===== config.mk =====
export PLATFORM = sky130hd
export DESIGN_NAME = descending_sorter_flat
export DESIGN_NICKNAME = d
export VERILOG_FILES = /design/src/rtl/core/ds_pkg.sv /design/src/rtl/core/ds_if.sv /design/src/rtl/core/ds_cell.sv /design/src/rtl/core/descending_sorter.sv /design/src/flat_wrapper.sv
export SDC_FILE = /design/constraint.sdc
export NUM_CORES = 2
export LEC_CHECK = 0
export ABC_AREA = 1
export BUFFER_PORTS_ARGS = -buffer_cell sky130_fd_sc_hd__clkbuf_2
export CAP_MARGIN = 5
export CORE_AREA = 5 5 308 310
export DETAILED_ROUTE_END_ITERATION = 12
export DIE_AREA = 0 0 313 315
export HOLD_SLACK_MARGIN = 0.03
export SLEW_MARGIN = 20
export SYNTH_ARGS = -nofsm -noshare
export SYNTH_HDL_FRONTEND = slang
export SYNTH_SLANG_ARGS = --single-unit

===== constraint.sdc =====
create_clock -name clock -period 7.5 [get_ports clock]
set_input_delay 1.125 -clock clock [delete_from_list [all_inputs] [get_ports clock]]
set_output_delay 1.125 -clock clock [all_outputs]
set_load 0.01 [all_outputs]

===== src/rtl/core/ds_pkg.sv =====
// shared types and constants for the descending sorter
// no dependencies; used by the interfaces, the cell and the top level
`timescale 1ns / 1ps
`default_nettype none

package ds_pkg;

   localparam int DATA_W            = 32;
   localparam int MAX_ITEMS_DEFAULT = 16;

   typedef logic signed [DATA_W-1:0] data_type;

   typedef enum logic [0:0] {
      ST_COLLECT,
      ST_DRAIN
   } state_type;

   // controls broadcast along the cell chain
   typedef struct packed {
      logic insert;
      logic drain;
   } cell_ctrl_type;

endpackage

`default_nettype wire


===== src/rtl/core/ds_if.sv =====
// valid/ready channel interfaces for request and response
// depends on ds_pkg
`timescale 1ns / 1ps
`default_nettype none

interface ds_req_if;
   import ds_pkg::*;

   logic     valid;
   logic     ready;
   data_type value;
   logic     is_last;

   modport source (output valid, output value, output is_last, input ready);
   modport sink   (input valid, input value, input is_last, output ready);
endinterface

interface ds_rsp_if;
   import ds_pkg::*;

   logic     valid;
   logic     ready;
   data_type sorted_value;
   logic     last_out;
   logic     overflow;

   modport source (output valid, output sorted_value, output last_out, output overflow,
                   input ready);
   modport sink   (input valid, input sorted_value, input last_out, input overflow,
                   output ready);
endinterface

`default_nettype wire


===== src/rtl/core/ds_cell.sv =====
// one cell of the sorting chain: holds one value, inserts or shifts towards the head
// depends on ds_pkg
`timescale 1ns / 1ps
`default_nettype none

module ds_cell #(
   parameter int INDEX = 0,
   parameter int CNT_W = 5
) (
   input  wire                     clock,
   input  ds_pkg::cell_ctrl_type   ctrl,
   input  wire [CNT_W-1:0]         count,
   input  ds_pkg::data_type        new_value,
   input  wire                     prev_gt,
   input  ds_pkg::data_type        prev_value,
   input  ds_pkg::data_type        next_value,
   output logic                    gt,
   output ds_pkg::data_type        value_ff
);
   import ds_pkg::*;

   data_type value_in;
   logic     empty;

   // an empty slot loses to any value; equal values stay ahead of the newcomer
   assign empty = (CNT_W'(INDEX) >= count);
   assign gt    = empty || (value_ff < new_value);

   always_comb begin
      value_in = value_ff;
      if (ctrl.drain) begin
         value_in = next_value;
      end else if (ctrl.insert && gt) begin
         value_in = prev_gt ? prev_value : new_value;
      end
   end

   always_ff @(posedge clock) begin
      value_ff <= value_in;
   end

endmodule

`default_nettype wire


===== src/rtl/core/descending_sorter.sv =====
// Descending sorter. Values arrive one per request and are inserted into a chain of
// MAX_ITEMS cells that stays sorted largest first, so a new request can be taken every
// clock while collecting. A request with is_last closes the set: the chain then shifts
// out from its head, one response per cycle while the sink is ready, the final one
// marked by last_out and all of them carrying overflow if any value of the set was
// dropped for lack of room. Requests are held off during this drain. Equal values come
// out in arrival order.
// depends on ds_pkg, ds_if and ds_cell
`timescale 1ns / 1ps
`default_nettype none

module descending_sorter #(
   parameter int MAX_ITEMS = ds_pkg::MAX_ITEMS_DEFAULT
) (
   input  wire       clock,
   input  wire       reset,
   ds_req_if.sink    req,
   ds_rsp_if.source  rsp
);
   import ds_pkg::*;

   localparam int CNT_W = $clog2(MAX_ITEMS + 1);

   state_type       state_ff, state_in;
   logic [CNT_W-1:0] count_ff, count_in;
   logic             ovf_ff, ovf_in;
   cell_ctrl_type    ctrl;
   logic             req_fire, rsp_fire, full, final_out;

   data_type         cell_value [MAX_ITEMS];
   logic             cell_gt    [MAX_ITEMS];

   assign full      = (count_ff == CNT_W'(MAX_ITEMS));
   assign final_out = (count_ff == CNT_W'(1));
   assign req_fire  = req.valid && req.ready;
   assign rsp_fire  = rsp.valid && rsp.ready;

   // next state
   always_comb begin
      state_in = state_ff;
      unique case (state_ff)
         ST_COLLECT: begin
            if (req_fire && req.is_last) state_in = ST_DRAIN;
         end
         ST_DRAIN: begin
            if (rsp_fire && final_out) state_in = ST_COLLECT;
         end
         default: state_in = ST_COLLECT;
      endcase
   end

   // outputs
   always_comb begin
      req.ready   = 1'b0;
      rsp.valid   = 1'b0;
      ctrl.insert = 1'b0;
      ctrl.drain  = 1'b0;
      unique case (state_ff)
         ST_COLLECT: begin
            req.ready   = 1'b1;
            ctrl.insert = req.valid && !full;
         end
         ST_DRAIN: begin
            rsp.valid  = 1'b1;
            ctrl.drain = rsp.ready;
         end
         default: begin
            req.ready = 1'b0;
         end
      endcase
   end

   always_comb begin
      count_in = count_ff;
      ovf_in   = ovf_ff;
      if (ctrl.insert) count_in = count_ff + CNT_W'(1);
      if (ctrl.drain)  count_in = count_ff - CNT_W'(1);
      if (req_fire && full) ovf_in = 1'b1;
      if (rsp_fire && final_out) ovf_in = 1'b0;
   end

   always_ff @(posedge clock) begin
      if (reset) begin
         state_ff <= ST_COLLECT;
         count_ff <= '0;
         ovf_ff   <= 1'b0;
      end else begin
         state_ff <= state_in;
         count_ff <= count_in;
         ovf_ff   <= ovf_in;
      end
   end

   for (genvar i = 0; i < MAX_ITEMS; i++) begin : g_cell
      data_type prev_value, next_value;
      logic     prev_gt;

      if (i == 0) begin : g_head
         assign prev_gt    = 1'b0;
         assign prev_value = req.value;
      end else begin : g_body
         assign prev_gt    = cell_gt[i-1];
         assign prev_value = cell_value[i-1];
      end

      if (i == MAX_ITEMS - 1) begin : g_tail
         assign next_value = '0;
      end else begin : g_link
         assign next_value = cell_value[i+1];
      end

      ds_cell #(
         .INDEX (i),
         .CNT_W (CNT_W)
      ) u_cell (
         .clock      (clock),
         .ctrl       (ctrl),
         .count      (count_ff),
         .new_value  (req.value),
         .prev_gt    (prev_gt),
         .prev_value (prev_value),
         .next_value (next_value),
         .gt         (cell_gt[i]),
         .value_ff   (cell_value[i])
      );
   end

   assign rsp.sorted_value = cell_value[0];
   assign rsp.last_out     = final_out;
   assign rsp.overflow     = ovf_ff;

endmodule

`default_nettype wire

===== src/flat_wrapper.sv =====
// flat-port wrapper written by rule: the top's interface ports become plain ports
module descending_sorter_flat import ds_pkg::*;
#(
   parameter int MAX_ITEMS = ds_pkg::MAX_ITEMS_DEFAULT
)
  (clock, reset, req_valid, req_value, req_is_last, req_ready, rsp_valid, rsp_sorted_value, rsp_last_out, rsp_overflow, rsp_ready);
  ds_req_if req_i ();
  ds_rsp_if rsp_i ();
  input  wire clock;
  input  wire reset;
  input wire logic [$bits(req_i.valid)-1:0] req_valid;
  input wire logic [$bits(req_i.value)-1:0] req_value;
  input wire logic [$bits(req_i.is_last)-1:0] req_is_last;
  output wire logic [$bits(req_i.ready)-1:0] req_ready;
  output wire logic [$bits(rsp_i.valid)-1:0] rsp_valid;
  output wire logic [$bits(rsp_i.sorted_value)-1:0] rsp_sorted_value;
  output wire logic [$bits(rsp_i.last_out)-1:0] rsp_last_out;
  output wire logic [$bits(rsp_i.overflow)-1:0] rsp_overflow;
  input wire logic [$bits(rsp_i.ready)-1:0] rsp_ready;
  assign req_i.valid = req_valid;
  assign req_i.value = req_value;
  assign req_i.is_last = req_is_last;
  assign req_ready = req_i.ready;
  assign rsp_valid = rsp_i.valid;
  assign rsp_sorted_value = rsp_i.sorted_value;
  assign rsp_last_out = rsp_i.last_out;
  assign rsp_overflow = rsp_i.overflow;
  assign rsp_i.ready = rsp_ready;
  descending_sorter #(.MAX_ITEMS(MAX_ITEMS)) u_core (.clock(clock), .reset(reset), .req(req_i), .rsp(rsp_i));
endmodule

==> impl_metrics.ini <==
[synth]
syn-instance-count = 5538
synth_flop_cell = edfxtp_1
synth.distinct_cells = 34
synth_nets = 6076
synthXorXnorAreaFrac_pct = 0
synth_area_mm2 = 0.0410
yosys.area_share.simple_pct = 33.4
synth_top_family_by_area = simple AND/OR/NAND/NOR gates
syn_area_per_cell_um2 = 7.41
seq_area_frac_synth_pct = 37.0
ys_warn_count = 0
ys_seq_elements = 519
synth_compound_area_share_pct = 5.66
synthArstFlopShare_pct = 0
muxShareOfSynthArea_pct = 0
synth_edf_count = 480
synthAdderAreaFrac_pct = 15.3

[critical_path]
criticalPathCategory = input pin to flop
crit_start = req_value[7]
cp_max_fo = 33
worstPathCellList = clkbuf_2, clkinv_1, buf_4, ha_1, nand2_1, o21a_1, nand2_1, nand2_1, nand2_1, nand2_1, nand2_1, nand2_1, nand3_1, buf_4, nand2_1, nand2_1, buf_4
r2r_start = u_core.g_cell[13].u_cell.value_ff[31]$_DFFE_PP_
worstPathRequired_ns = 7.82
cpMaxStageDelayCell = clkinv_1
critPathLaunchType = input pin
cp_common_cell = nand2_1
crit_arrival_ns = 5.18
critPathCaptureType = flop
slowest_delay_ns = 0.72

[cts]
cts_buffer_depth = 3
cts_tree = yes
numCtsBuffers = 61
htreeDepth = 2
ctsResizeCount = 0
clockRootBuffer = clkbuf_16
numClockSinks = 519
postCtsSetupRepairBufs = 0
ctsHoldBuffers = 0
clock_latency_ns = 0.67
clk_pin_slew_worst_paths_ns = 0.06

[global_route]
grt_pass1_wl_mm = 230
grtUsageTotal_pct = 29.9
antenna_found_initial = 2
overflow = 0
grt_max_degree = 138
grt_pass1_vias = 37200

[placed_design]
hpwl_mm = 109
numPortBuffers = 72
routabilityCongestion = 0.922
pre_cts_ws_ns = 2.06
placed_area_mm2 = 0.0428

[power]
ir_drop_mv = 0.250
power_density_mw_per_mm2 = 291
leakage_uw = 0.0222

[detailed_routing]
route.detailed.drc = 0
drt_iter0_markers = 3989
first_pass_iters = 6
drtAntennaViolNets = 0
top_layer = met5
wl_met2_mm = 69.1
routed_wl_mm = 153
wl_met3_mm = 13.2
vias = 39600
wl_per_cell_um = 22.7
avgViaCountPerCell = 5.89
wl_met1_mm = 63.8

[final_layout]
n_antenna_cell = 0
final_cell_mix = nand2_1 (1,940), nand3_1 (706), inv_1 (560), ha_1 (501), edfxtp_1 (480)
design_area_mm2 = 0.0449
utilization_pct = 49.1
nets = 6029
mostFrequentLayoutCell = nand2_1
area_growth_pct = 9.37
drive_gt1_share_pct = 6.19

[floorplan]
fp-row-count = 111
start_util_pct = 44.9
core_area_mm2 = 0.0914
die_h_um = 315
ioPinCount = 73
fp.dieW_um = 313
dieArea_mm2 = 0.0986

[timing]
tns_ns = 0
period_share_pct = 64.8
relSlewSlack_pct = 24.4
finalHoldViolations = 0
fmax_mhz = 206
setup_ws_ns = 2.64
slew_violations = 0
setup_violations = 0
rsz0062_at_grt = false
worstMarginPinSlew_ns = 1.13
hold_ws_ns = 0.526
fin_worst_skew_ns = 0.0337
post-route-min-period_ns = 4.86

[run_status]
status = finished clean

[hold_path]
hold_path_class = flop to flop
min_from = u_core.state_ff$_SDFF_PP0_

[job]
maxCapViolations = 0
[through the flow]
stage	power (uW)	instances
CTS	13000	6727
global placement	9710	6613
finish	13000	6728
global route	13900	6728
floorplan	8070	5538
detailed placement	9810	6613
[sequential cells by signal, indices dropped and copies added, names as in the netlist]
signal / count
u_core.g_cell.u_cell.value_ff: 512
u_core.rsp.overflow: 1
u_core.count_ff: 5
u_core.state_ff: 1
[per-layer routing]
layer  GRT usage, %  vias up
met4           11.3        2
li1               -    18600
met2           48.0     1805
met3           5.02      365
met1           40.7    18900
met5              0        -
[logic make-up (layout without fill, tap and decap cells)]
kind of cell,count (synthesis),count (layout)
flip-flops,519,519
adder cells (fa/ha/maj),501,501
AND/OR/NAND/NOR,3179,3179
buffers and inverters,905,909
AO/OA/AOI/OAI,434,434
[cells in the mapped netlist (11+ instances only)]
cell	n	area share (%)
nand2_1	1943	18
nand3_1	706	8.6
inv_1	584	5.3
ha_1	501	15
edfxtp_1	480	35
nand4_1	290	4.4
a21oi_1	262	3.2
clkbuf_1	215	2.0
nor2_1	178	1.6
o21ai_0	94	1.1
buf_2	65	0.79
dfxtp_1	39	1.9
o211ai_1	24	0.44
buf_1	20	0.18
o21ai_1	18	0.22
nand3b_1	15	0.27
nor4_1	15	0.23
o21a_1	15	0.27
and3_1	11	0.17
[report_power, final]
| part | switching (uW) | internal, uW |
|---|---|---|
| sequential | 828 | 4200 |
| combinational | 3290 | 1570 |
| clock | 1370 | 1790 |
| total | 5480 | 7570 |
[path summary, 6_finish.rpt]
| kind | endpoint | slack [ns] | cells past startpoint |
|---|---|---|---|
| worst max register to register | u_core.g_cell[13].u_cell.value_ff[26]$_DFFE_PP_ | 3.65 | 12 |
| worst max-delay path | u_core.g_cell[13].u_cell.value_ff[26]$_DFFE_PP_ | 2.64 | 17 |
| worst min-delay path | u_core.state_ff$_SDFF_PP0_ | 0.53 | 2 |
| worst min register to register | u_core.state_ff$_SDFF_PP0_ | 0.53 | 2 |
[worst max-delay path: cells and delay by family]
| family | cells | cell delay (ns) |
|---|---|---|
| buffers and inverters | 5 | 2.10 |
| AO/OA/AOI/OAI | 1 | 0.18 |
| adder cells (fa/ha/maj) | 1 | 0.32 |
| AND/OR/NAND/NOR | 10 | 1.42 |
[cell type report]
class,count,area (um^2)
sequential,519,15200
clock buffer,73,1630
fill,9231,46500
timing repair buffer,203,1450
tap,1186,1480
multi-input combinational,4114,22500
inverter,592,2230
clock inverter,41,407
Power figures use the tool's default switching activity.
